### src/sv/dafd_pkg.sv
// ----------------------------------------------------------------------------
// dafd_pkg: shared definitions for the ADPCM frame decoder
// Queue entry and configuration types, register indexes, emit codes.
// ----------------------------------------------------------------------------
package dafd_pkg;

  localparam int FRAME_SAMPLES_DEF = 14;
  localparam int QUEUE_DEPTH       = 2;
  localparam int COEF_REGS         = 4;
  localparam int COEF_N            = 16;
  localparam int CFG_IDX_W         = 3;
  localparam int CFG_DATA_W        = 64;

  localparam logic [CFG_IDX_W-1:0] REG_COEF_A   = 3'd0;
  localparam logic [CFG_IDX_W-1:0] REG_COEF_B   = 3'd1;
  localparam logic [CFG_IDX_W-1:0] REG_COEF_C   = 3'd2;
  localparam logic [CFG_IDX_W-1:0] REG_COEF_D   = 3'd3;
  localparam logic [CFG_IDX_W-1:0] REG_HIST_ONE = 3'd4;
  localparam logic [CFG_IDX_W-1:0] REG_HIST_TWO = 3'd5;

  localparam logic [1:0] EMIT_NONE = 2'd0;
  localparam logic [1:0] EMIT_ONE  = 2'd1;
  localparam logic [1:0] EMIT_TWO  = 2'd2;

  typedef struct packed {
    logic       reload;
    logic [3:0] nib_hi;
    logic [3:0] nib_lo;
    logic [1:0] emit;
    logic [3:0] gain;
    logic [2:0] pair;
  } qent_t;

  typedef struct packed {
    logic [COEF_REGS-1:0][CFG_DATA_W-1:0] coef;
    logic [15:0]                          hist_one;
    logic [15:0]                          hist_two;
  } cfg_t;

  typedef struct packed {
    logic  push;
    qent_t ent;
  } qwr_t;

  typedef struct packed {
    logic  valid;
    qent_t ent;
  } qrd_t;

endpackage

### src/sv/dsp_adpcm_frame_decoder_top.sv
// ----------------------------------------------------------------------------
// dsp_adpcm_frame_decoder_top: 4-bit ADPCM frame decoder
// Byte stream of frames in, saturated 16-bit PCM samples out.
// ----------------------------------------------------------------------------
// The front end takes one byte per cycle unless the queue is full, and keeps
// frame position and header. Headers and data bytes with an emit count of
// zero take no engine time. A data byte becomes one or two samples, produced
// at one sample per cycle while the output is not stalled, by the predictor
// loop (history feeding both coefficient multipliers); a restart byte costs
// the engine a history reload. A two-entry queue sits between parser and
// engine. The registered output holds one sample; while it is stalled the
// engine stops, the queue fills and the input stalls in turn.
module dsp_adpcm_frame_decoder_top #(
  parameter int FRAME_SAMPLES = dafd_pkg::FRAME_SAMPLES_DEF
) (
  input  logic                                clk,
  input  logic                                rst_n,
  input  logic                                in_valid,
  output logic                                in_stall,
  input  logic [7:0]                          in_stream_byte,
  input  logic [1:0]                          in_emit_count,
  input  logic                                in_restart,
  output logic                                out_valid,
  input  logic                                out_stall,
  output logic signed [15:0]                  out_sample,
  output logic                                out_last_of_item,
  input  logic                                cfg_we,
  input  logic [dafd_pkg::CFG_IDX_W-1:0]      cfg_index,
  input  logic [dafd_pkg::CFG_DATA_W-1:0]     cfg_wdata
);

  dafd_pkg::cfg_t cfg_r;
  dafd_pkg::qwr_t q_wr;
  dafd_pkg::qrd_t q_rd;
  logic           q_full, q_pop;

  always_ff @(posedge clk) begin
    if (!rst_n) begin
      cfg_r <= '0;
    end else if (cfg_we) begin
      case (cfg_index)
        dafd_pkg::REG_COEF_A:   cfg_r.coef[0]  <= cfg_wdata;
        dafd_pkg::REG_COEF_B:   cfg_r.coef[1]  <= cfg_wdata;
        dafd_pkg::REG_COEF_C:   cfg_r.coef[2]  <= cfg_wdata;
        dafd_pkg::REG_COEF_D:   cfg_r.coef[3]  <= cfg_wdata;
        dafd_pkg::REG_HIST_ONE: cfg_r.hist_one <= cfg_wdata[15:0];
        dafd_pkg::REG_HIST_TWO: cfg_r.hist_two <= cfg_wdata[15:0];
        default: ;
      endcase
    end
  end

  dafd_front #(
    .FRAME_SAMPLES(FRAME_SAMPLES)
  ) u_front (
    .clk            (clk),
    .rst_n          (rst_n),
    .in_valid       (in_valid),
    .in_stall       (in_stall),
    .in_stream_byte (in_stream_byte),
    .in_emit_count  (in_emit_count),
    .in_restart     (in_restart),
    .q_full         (q_full),
    .q_wr           (q_wr)
  );

  dafd_queue u_queue (
    .clk    (clk),
    .rst_n  (rst_n),
    .q_wr   (q_wr),
    .q_full (q_full),
    .q_pop  (q_pop),
    .q_rd   (q_rd)
  );

  dafd_back u_back (
    .clk              (clk),
    .rst_n            (rst_n),
    .cfg              (cfg_r),
    .q_rd             (q_rd),
    .q_pop            (q_pop),
    .out_valid        (out_valid),
    .out_stall        (out_stall),
    .out_sample       (out_sample),
    .out_last_of_item (out_last_of_item)
  );

endmodule

### src/sv/dafd_front.sv
// ----------------------------------------------------------------------------
// dafd_front: stream parser
// Tracks frame position and header, classifies each byte, queues work.
// ----------------------------------------------------------------------------
module dafd_front #(
  parameter int FRAME_SAMPLES = dafd_pkg::FRAME_SAMPLES_DEF
) (
  input  logic            clk,
  input  logic            rst_n,
  input  logic            in_valid,
  output logic            in_stall,
  input  logic [7:0]      in_stream_byte,
  input  logic [1:0]      in_emit_count,
  input  logic            in_restart,
  input  logic            q_full,
  output dafd_pkg::qwr_t  q_wr
);

  localparam int FRAME_BYTES = FRAME_SAMPLES / 2;
  localparam int POS_W       = $clog2(FRAME_BYTES + 1);

  logic [POS_W-1:0] pos_r, pos_nxt, pos_cur;
  logic [7:0]       header_r, header_nxt;
  logic             accept, is_header;
  logic [1:0]       emit_sat;

  assign in_stall = q_full;
  assign accept   = in_valid && !q_full;
  assign pos_cur  = in_restart ? '0 : pos_r;
  assign is_header = (pos_cur == '0) || (pos_cur > POS_W'(FRAME_BYTES));
  assign emit_sat = (in_emit_count > dafd_pkg::EMIT_TWO) ? dafd_pkg::EMIT_TWO : in_emit_count;

  always_comb begin
    pos_nxt    = pos_r;
    header_nxt = header_r;
    if (accept) begin
      if (is_header) begin
        header_nxt = in_stream_byte;
        pos_nxt    = POS_W'(1);
      end else if (pos_cur >= POS_W'(FRAME_BYTES)) begin
        pos_nxt = '0;
      end else begin
        pos_nxt = pos_cur + 1'b1;
      end
    end
  end

  always_comb begin
    q_wr.push       = accept && (in_restart || (!is_header && emit_sat != dafd_pkg::EMIT_NONE));
    q_wr.ent.reload = in_restart;
    q_wr.ent.nib_hi = in_stream_byte[7:4];
    q_wr.ent.nib_lo = in_stream_byte[3:0];
    q_wr.ent.emit   = is_header ? dafd_pkg::EMIT_NONE : emit_sat;
    q_wr.ent.gain   = header_r[3:0];
    q_wr.ent.pair   = header_r[6:4];
  end

  always_ff @(posedge clk) begin
    if (!rst_n) begin
      pos_r    <= '0;
      header_r <= '0;
    end else begin
      pos_r    <= pos_nxt;
      header_r <= header_nxt;
    end
  end

endmodule

### src/sv/dafd_queue.sv
// ----------------------------------------------------------------------------
// dafd_queue: short work queue
// Decouples the stream parser from the sample engine.
// ----------------------------------------------------------------------------
module dafd_queue (
  input  logic           clk,
  input  logic           rst_n,
  input  dafd_pkg::qwr_t q_wr,
  output logic           q_full,
  input  logic           q_pop,
  output dafd_pkg::qrd_t q_rd
);

  localparam int DEPTH = dafd_pkg::QUEUE_DEPTH;
  localparam int PTR_W = (DEPTH > 1) ? $clog2(DEPTH) : 1;
  localparam int CNT_W = $clog2(DEPTH + 1);

  dafd_pkg::qent_t  slot_r [DEPTH];
  logic [PTR_W-1:0] wr_ptr_r, wr_ptr_nxt, rd_ptr_r, rd_ptr_nxt;
  logic [CNT_W-1:0] cnt_r, cnt_nxt;
  logic             do_push, do_pop;

  assign q_full    = (cnt_r == CNT_W'(DEPTH));
  assign do_push   = q_wr.push && !q_full;
  assign do_pop    = q_pop && (cnt_r != '0);
  assign q_rd.valid = (cnt_r != '0);
  assign q_rd.ent   = slot_r[rd_ptr_r];

  always_comb begin
    wr_ptr_nxt = wr_ptr_r;
    rd_ptr_nxt = rd_ptr_r;
    cnt_nxt    = cnt_r;
    if (do_push) begin
      wr_ptr_nxt = (wr_ptr_r == PTR_W'(DEPTH - 1)) ? '0 : wr_ptr_r + 1'b1;
    end
    if (do_pop) begin
      rd_ptr_nxt = (rd_ptr_r == PTR_W'(DEPTH - 1)) ? '0 : rd_ptr_r + 1'b1;
    end
    if (do_push && !do_pop) begin
      cnt_nxt = cnt_r + 1'b1;
    end else if (do_pop && !do_push) begin
      cnt_nxt = cnt_r - 1'b1;
    end
  end

  always_ff @(posedge clk) begin
    if (do_push) begin
      slot_r[wr_ptr_r] <= q_wr.ent;
    end
  end

  always_ff @(posedge clk) begin
    if (!rst_n) begin
      wr_ptr_r <= '0;
      rd_ptr_r <= '0;
      cnt_r    <= '0;
    end else begin
      wr_ptr_r <= wr_ptr_nxt;
      rd_ptr_r <= rd_ptr_nxt;
      cnt_r    <= cnt_nxt;
    end
  end

  a_cnt_bound: assert property (@(posedge clk) disable iff (!rst_n)
    cnt_r <= CNT_W'(DEPTH))
    else $error("queue count over depth");

  a_no_overrun: assert property (@(posedge clk) disable iff (!rst_n)
    (q_wr.push && q_full) |-> 1'b0)
    else $error("push into full queue");

  a_pop_nonempty: assert property (@(posedge clk) disable iff (!rst_n)
    q_pop |-> (cnt_r != '0))
    else $error("pop from empty queue");

endmodule

### src/sv/dafd_back.sv
// ----------------------------------------------------------------------------
// dafd_back: sample engine
// Second-order predictor, one sample per cycle unless the output stalls, into a registered output.
// ----------------------------------------------------------------------------
module dafd_back (
  input  logic                clk,
  input  logic                rst_n,
  input  dafd_pkg::cfg_t      cfg,
  input  dafd_pkg::qrd_t      q_rd,
  output logic                q_pop,
  output logic                out_valid,
  input  logic                out_stall,
  output logic signed [15:0]  out_sample,
  output logic                out_last_of_item
);

  logic [dafd_pkg::COEF_N-1:0][15:0] coefs;
  logic signed [15:0] h1_r, h2_r, c0, c1, sat;
  logic signed [31:0] nsh, p0, p1, acc, shr;
  logic [31:0]        nv;
  logic [4:0]         sh_amt;
  logic [3:0]         nib;
  logic               sub_r, out_valid_r, slot_free, do_reload, do_sample, last;
  logic signed [15:0] out_sample_r;
  logic               out_last_r;

  assign coefs     = cfg.coef;
  assign slot_free = !out_valid_r || !out_stall;
  assign do_reload = q_rd.valid && q_rd.ent.reload;
  assign do_sample = q_rd.valid && !q_rd.ent.reload && slot_free;
  assign last      = sub_r || (q_rd.ent.emit == dafd_pkg::EMIT_ONE);
  assign q_pop     = do_reload || (do_sample && last);

  assign nib    = sub_r ? q_rd.ent.nib_lo : q_rd.ent.nib_hi;
  assign c0     = $signed(coefs[{q_rd.ent.pair, 1'b0}]);
  assign c1     = $signed(coefs[{q_rd.ent.pair, 1'b1}]);
  assign nv     = {{28{nib[3]}}, nib};
  assign sh_amt = 5'(q_rd.ent.gain) + 5'd11;
  assign nsh    = $signed(nv << sh_amt);
  assign p0     = h1_r * c0;
  assign p1     = h2_r * c1;
  assign acc    = nsh + p0 + p1 + 32'sd1024;
  assign shr    = acc >>> 11;

  always_comb begin
    if (shr > 32'sd32767) begin
      sat = 16'sh7FFF;
    end else if (shr < -32'sd32768) begin
      sat = -16'sh8000;
    end else begin
      sat = shr[15:0];
    end
  end

  always_ff @(posedge clk) begin
    if (!rst_n) begin
      h1_r        <= '0;
      h2_r        <= '0;
      sub_r       <= 1'b0;
      out_valid_r <= 1'b0;
    end else begin
      if (do_reload) begin
        h1_r <= cfg.hist_one;
        h2_r <= cfg.hist_two;
      end else if (do_sample) begin
        h1_r  <= sat;
        h2_r  <= h1_r;
        sub_r <= !last;
      end
      if (do_sample) begin
        out_valid_r <= 1'b1;
      end else if (!out_stall) begin
        out_valid_r <= 1'b0;
      end
    end
  end

  always_ff @(posedge clk) begin
    if (do_sample) begin
      out_sample_r <= sat;
      out_last_r   <= last;
    end
  end

  assign out_valid        = out_valid_r;
  assign out_sample       = out_sample_r;
  assign out_last_of_item = out_last_r;

  a_second_nibble: assert property (@(posedge clk) disable iff (!rst_n)
    (do_sample && sub_r) |-> (q_rd.ent.emit == dafd_pkg::EMIT_TWO))
    else $error("second nibble on single-sample item");

  a_no_overwrite: assert property (@(posedge clk) disable iff (!rst_n)
    (out_valid_r && out_stall) |-> !do_sample)
    else $error("output overwritten while stalled");

endmodule

### config.mk
export PLATFORM = sky130hd
export DESIGN_NAME = dsp_adpcm_frame_decoder_top
export DESIGN_NICKNAME = d
export VERILOG_FILES = /design/src/sv/dafd_pkg.sv /design/src/sv/dsp_adpcm_frame_decoder_top.sv /design/src/sv/dafd_front.sv /design/src/sv/dafd_queue.sv /design/src/sv/dafd_back.sv
export SDC_FILE = /design/constraint.sdc
export NUM_CORES = 2
export LEC_CHECK = 0
export BUFFER_PORTS_ARGS = -buffer_cell sky130_fd_sc_hd__buf_2
export CORE_ASPECT_RATIO = 0.9
export CORE_UTILIZATION = 70
export DETAILED_ROUTE_END_ITERATION = 16
export MAX_ROUTING_LAYER = met4
export PLACE_DENSITY = 0.87
export SETUP_SLACK_MARGIN = 0.15
export SYNTH_ARGS = -nofsm -noshare
export SYNTH_HDL_FRONTEND = slang
export SYNTH_SLANG_ARGS = --single-unit
### constraint.sdc
create_clock -name clk -period 26.1 [get_ports clk]
set_clock_uncertainty 0.15 [all_clocks]
set_input_delay 2.61 -clock clk [delete_from_list [all_inputs] [get_ports clk]]
set_output_delay 2.61 -clock clk [all_outputs]
set_load 0.1 [all_outputs]
Word-level counts from Yosys, hierarchy flattened
Memory sizes are Yosys's and may differ from the RTL's. A register that Yosys moved wholly into a read port is not among the register bits. Index checks and enable logic that the tools add are counted.

Flip-flop bits (word level): 353. Bits in writable memories: 36. Input bits: 83. Output and inout bits: 19. Logic and storage cells: 110. Memories: 1.

Add/subtract/negate cells: 9. Multipliers: 2. Magnitude comparators: 7. Equal/unequal tests: 8. Shift operators: 1. Mux-type cells: 26. Bitwise logic cells: 1. Reduce and logical (&&, ||, !) cells: 38.

Memories: u_queue.slot_r (words 2, width 18, read ports 1, clocked after memory_dff 1, wr ports 1, line dafd_queue.sv:18) `dafd_pkg::qent_t slot_r [DEPTH];`.

Operator list (number): $mux 16 (8); $bmux 16 s3 (2); $add 32x32->32 (2); $mul 16x16->32 (2); $add 32x12->32 const B (1); $shl 32x5->32 (1); $gt 21x16->1 const B (1); $lt 21x16->1 const B (1); $reduce_and 2->1 (8); $logic_and 1x1->1 (11); $lt 4x5->1 const B (2); $mux 3 (3); $logic_not 1->1 (8); $mux 1 (8); $mux 2 (4); $reduce_bool 2->1 (4); $eq 3x2->1 const B (2); $eq 3x3->1 const B (2); $logic_not 3->1 (2); $add 4x4->5 const B (1); $logic_or 1x1->1 (5); $mux 4 (1); $add 3x1->3 const B (1); $eq 3x1->1 const B (1); 10 further kinds (11).

Depth between registers and ports, before layout
Word-level depth: 12. Mapped depth: 38. Depth with buffers taken out: 33.

Modules after synthesis
From an unflattened synthesis, not the netlist that was laid out.

Cells, all modules: 3804. Area total of the unflattened synthesis: 38081.5 µm².

By module, submodules not included: dafd_back (instances 1, cells each 2654, area each 25369.3 µm²); dsp_adpcm_frame_decoder_top (instances 1, cells each 1005, area each 10606.4 µm²); dafd_queue (instances 1, cells each 81, area each 1532.7 µm²); dafd_front (instances 1, cells each 64, area each 573.0 µm²).

Worst setup path before layout
No wires, ideal clock.

Path kind: reg-to-reg. From: register (tool-made name). To: register u_back.out_sample_r[10], in the netlist u_back.out_sample[10] (data pin). Setup time: 0.266 ns. Arrival time: 9.852 ns. Data required time: 25.684 ns. Setup slack: 15.832 ns. Cell stages (with the launch flop): 34. Buffers on the path: 3. Clock period less this slack: 10.268 ns. Path through: dfxtp_1 -> buf_4 -> mux2i_2 -> clkbuf_1 -> mux4_2 -> mux2i_1 -> nand2b_1 -> inv_1 -> fa_1 -> inv_1 -> fa_1 -> inv_1 -> fa_1 -> inv_1 -> fa_1 -> inv_1 -> fa_1 -> fa_1 -> fa_1 -> inv_1 -> fa_1 -> inv_1 -> ha_1 -> a21oi_1 -> inv_1 -> or3_1 -> a211oi_1 -> nor2_1 -> a22oi_1 -> xor2_1 -> a41oi_2 -> buf_2 -> nor2_1 -> nor2_1.

RTL lines: end signal: assignment (line dafd_back.sv:80) `out_sample_r <= sat;`; end: declaration (line dafd_back.sv:24) `logic signed [15:0] out_sample_r;`.

==> insert_results.sql <==
INSERT INTO impl_metrics (metric_group, metric, value, unit) VALUES
('outcome', 'outcome', 'finished with violations', ''),
('outcome', 'violations', 'design-rule violations', ''),
('clocking', 'cts_tree', 'yes', ''),
('placed_design', 'port_buffers', '101', ''),
('sta', 'finalMaxSlewViolations', '0', ''),
('placed_design', 'gpl.final_weighted_congestion', '1.047', ''),
('power_and_ir_drop', 'peakVddDrop', '65.64', 'µV'),
('drt', 'drt_first_iter_violations', '2836', ''),
('clocking', 'cts_max_level', '2', ''),
('drt', 'totalWireLength', '107300', 'µm'),
('hold_path', 'timing.hold.worst.start', 'cfg_r[112]', ''),
('power_and_ir_drop', 'power.leakage', '17.80', 'nW'),
('floorplanning', 'die_width', '247.7', 'µm'),
('logic_synthesis', 'netlist_area', '0.03803', 'mm²'),
('global_route', 'grt_pass1_vias', '30200', ''),
('floorplanning', 'num_io_pins', '102', ''),
('drt', 'drt_drc_violations_left', '4', ''),
('worst_setup_path', 'timing.setup.critical_path_class', 'register to register', ''),
('sta', 'final_hold_viol_count', '0', ''),
('global_route', 'overall_track_demand_over_capacity_in_global_routing', '41.83', '%'),
('worst_setup_path', 'path_buf_inv', '11', ''),
('worst_setup_path', 'critical-path-top-cell-by-count', 'fa_1', ''),
('logic_synthesis', 'synth_enable_flop_cells', '53', ''),
('clocking', 'clock-sinks', '390', ''),
('drt', 'count_of_tritonroute_iterations_in_the_first_routing_pass', '12', ''),
('clocking', 'clock-root-buffer', 'clkbuf_16', ''),
('clocking', 'cts.path.max_buffers', '3', ''),
('global_route', 'globalRoute.busiestLayer', 'met2', ''),
('worst_setup_path', 'r2r_cells', '34', ''),
('floorplanning', 'die-height', '223.1', 'µm'),
('run', 'max_cap_violations', '0', ''),
('sta', 'layout_min_cycle_time', '11.66', 'ns'),
('global_route', 'grt_max_degree', '145', ''),
('floorplanning', 'placeableCoreArea', '0.05335', 'mm²'),
('logic_synthesis', 'ys.warnings.count', '0', ''),
('hold_path', 'hp-class', 'register to register', ''),
('logic_synthesis', 'synthDistinctLibCells', '68', ''),
('logic_synthesis', 'post_synth.cell_area_avg', '9.374', 'µm²'),
('worst_setup_path', 'cpMaxStageDelayCell', 'buf_4', ''),
('clocking', 'cts_setup_buffers', '0', ''),
('worst_setup_path', 'crit_arrival', '11.81', 'ns'),
('global_route', 'globalRouteMet3Util', '13.39', '%'),
('worst_setup_path', 'worstSetupStartpointType', 'register', ''),
('clocking', 'postCtsResizedCells', '0', ''),
('floorplanning', 'placementRows', '80', ''),
('logic_synthesis', 'synthesis.instances', '4057', ''),
('hold_path', 'whs_path_depth', '2', ''),
('sta', 'post_route_clock_period_utilization', '44.69', '%'),
('clocking', 'insertion_delay', '0.56', 'ns'),
('clocking', 'clk_pin_slew_worst_paths', '0.07', 'ns'),
('logic_synthesis', 'synth.ff_latch_count', '390', ''),
('sta', 'fmaxAchievable', '85.74', 'MHz'),
('floorplanning', 'starting_density', '71.28', '%'),
('clocking', 'hold_buffers', '0', ''),
('power_and_ir_drop', 'p_per_area', '70.95', 'mW/mm²'),
('sta', 'setup_violations', '0', ''),
('sta', 'setup_total_negative_slack', '0', 'ns'),
('sta', 'max_slew_margin', '21.02', '%'),
('worst_setup_path', 'cp_top_family', 'adder cells', ''),
('cells_and_area', 'final_net_count', '4876', ''),
('worst_setup_path', 'worst_r2r_endpoint', 'u_back.out_sample[8]', ''),
('drt', 'postRouteAntennaNets', '0', ''),
('hold_path', 'hold_end', 'cfg_r[112]', ''),
('worst_setup_path', 'cp.required', '26.25', 'ns'),
('drt', 'route.vias.total', '28870', ''),
('logic_synthesis', 'ys_async_sr_fraction', '0', '%'),
('cells_and_area', 'postLayoutCoreUtil', '75.46', '%'),
('worst_setup_path', 'timing.reg2reg.setup_slack', '14.44', 'ns'),
('clocking', 'cts-buffers-inserted', '36', ''),
('placed_design', 'hpwlAfterDp', '79980', 'µm'),
('worst_setup_path', 'setup.worst_path.end_class', 'register', '');
cell families after synthesis:
family / share of synthesized area, %
xor gates and xnor gates: 1.309
other: 0.01975
DFF: 21.93
and+or+nand+nor: 15.77
AOI/OAI and AO/OA: 9.242
buffers and inverters: 8.791
muxes: 5.689
adders and majority gates: 37.25
layer usage:
metal  vias to the layer above  wire (µm)
met1                     14360      39580
li1                      12430          -
met2                      1742      47970
met5                         -          0
met4                         0       5341
met3                       346      14380
per-stage QoR:
step           instances  worst slack [ns]  hold WS, ns  cell area, µm²
2_1_floorplan       4059             15.83       0.2749           38040
3_3_place_gp        4693             14.84       0.2901           39020
3_5_place_dp        4693             14.56       0.3010           39020
4_1_cts             4756             14.49       0.3160           40220
5_1_grt             4770             13.78       0.3272           40260
6_report            4770             14.44       0.3150           40260
cell usage after synthesis (all sizes together), types with 5 or more instances:
library cell	n	area, µm²
a211oi	7	52.55
a21boi	307	2305
a21o	9	67.56
a21oi	48	244.0
a22oi	19	142.6
a31oi	5	31.28
a41oi	5	58.81
and2	116	728.2
buf	17	81.32
clkbuf	194	728.2
dfxtp	337	6746
edfxtp	53	1592
fa	622	12450
ha	137	1714
inv	675	2534
mux2	22	251.5
mux2i	36	380.4
mux4	68	1531
nand2	870	3266
nand2b	45	281.5
nand3	12	65.06
nor2	101	379.1
nor2b	157	982.2
nor3	10	50.05
o21a	7	52.55
o21ai	65	366.6
or2	11	68.82
or3	5	31.28
xnor2	38	340.3
xor2	18	157.7
cell type report:
class	instances	area, µm²
Sequential cell	390	8338
Antenna cell	14	35.03
Inverter	675	2534
Clock inverter	16	198.9
Fill cell	3597	13090
Timing Repair Buffer	148	864.6
Multi-Input combinational cell	2783	26420
Clock buffer	47	1002
Tap cell	697	872.1
state kept, by name, summed over array words and instances (netlist names), named ones only:
signal                   count
u_back.h2_r                 16
u_front.pos_r                3
cfg_r                      288
u_queue.cnt_r                2
u_back.out_valid             1
u_back.out_sample           16
u_front.header_r             7
u_queue.slot_r              36
u_back.out_last_of_item      1
u_back.h1_r                 16
u_queue.rd_ptr_r             1
u_queue.wr_ptr_r             1
u_back.sub_r                 1
worst register-to-register path: cells and delay by family (launching register included):
kind            cells  cell delay [ns]
xor+xnor            1             0.26
simple gates        5             1.43
flops               1             0.32
mux                 3             1.15
compound gates      5             1.27
buf+inv            11             2.39
fa+ha+maj           9             4.44
worst max path at each step:
stage	start	depth (start not counted)	to	slack, ns
after floorplan	register	33	u_back.out_sample[10]	15.83
after global placement	register	34	u_back.h1_r[3]	14.84
after detailed placement	register	34	u_back.h1_r[3]	14.56
after CTS	register	34	u_back.h1_r[3]	14.49
after global routing	register	34	u_back.h1_r[3]	13.78
final	register	34	u_back.out_sample[8]	14.44
cell usage in the layout, fill, tap and decap left out, drive strengths merged, types with 4 or more instances in the layout:
master	Yosys	routed
and3	4	4
nor2b	157	157
a21o	9	9
o21ai	65	65
nand3	12	12
a21boi	307	307
xnor2	38	38
nand2	870	870
nor3	10	10
inv	675	679
edfxtp	53	53
or3	5	5
xor2	18	18
a211oi	7	7
nand2b	45	45
mux2	22	22
diode	0	14
o31ai	4	4
mux4	68	68
dfxtp	337	337
clkbuf	194	47
and2	116	116
or2	11	11
a41oi	5	5
ha	137	137
o21a	7	7
fa	622	622
a21oi	48	48
conb	2	4
a22oi	19	19
nor2	101	101
mux2i	36	36
buf	17	148
clkinv	0	9
a31oi	5	5
where the power goes:
part	total [W]	internal, W	switching, W
Sequential	0.000766	0.000681	0.0000853
Combinational	0.00155	0.000515	0.00103
Clock	0.000545	0.000289	0.000255
Total	0.00286	0.00149	0.00137
Note: power is estimated with default switching activity, not from simulation.
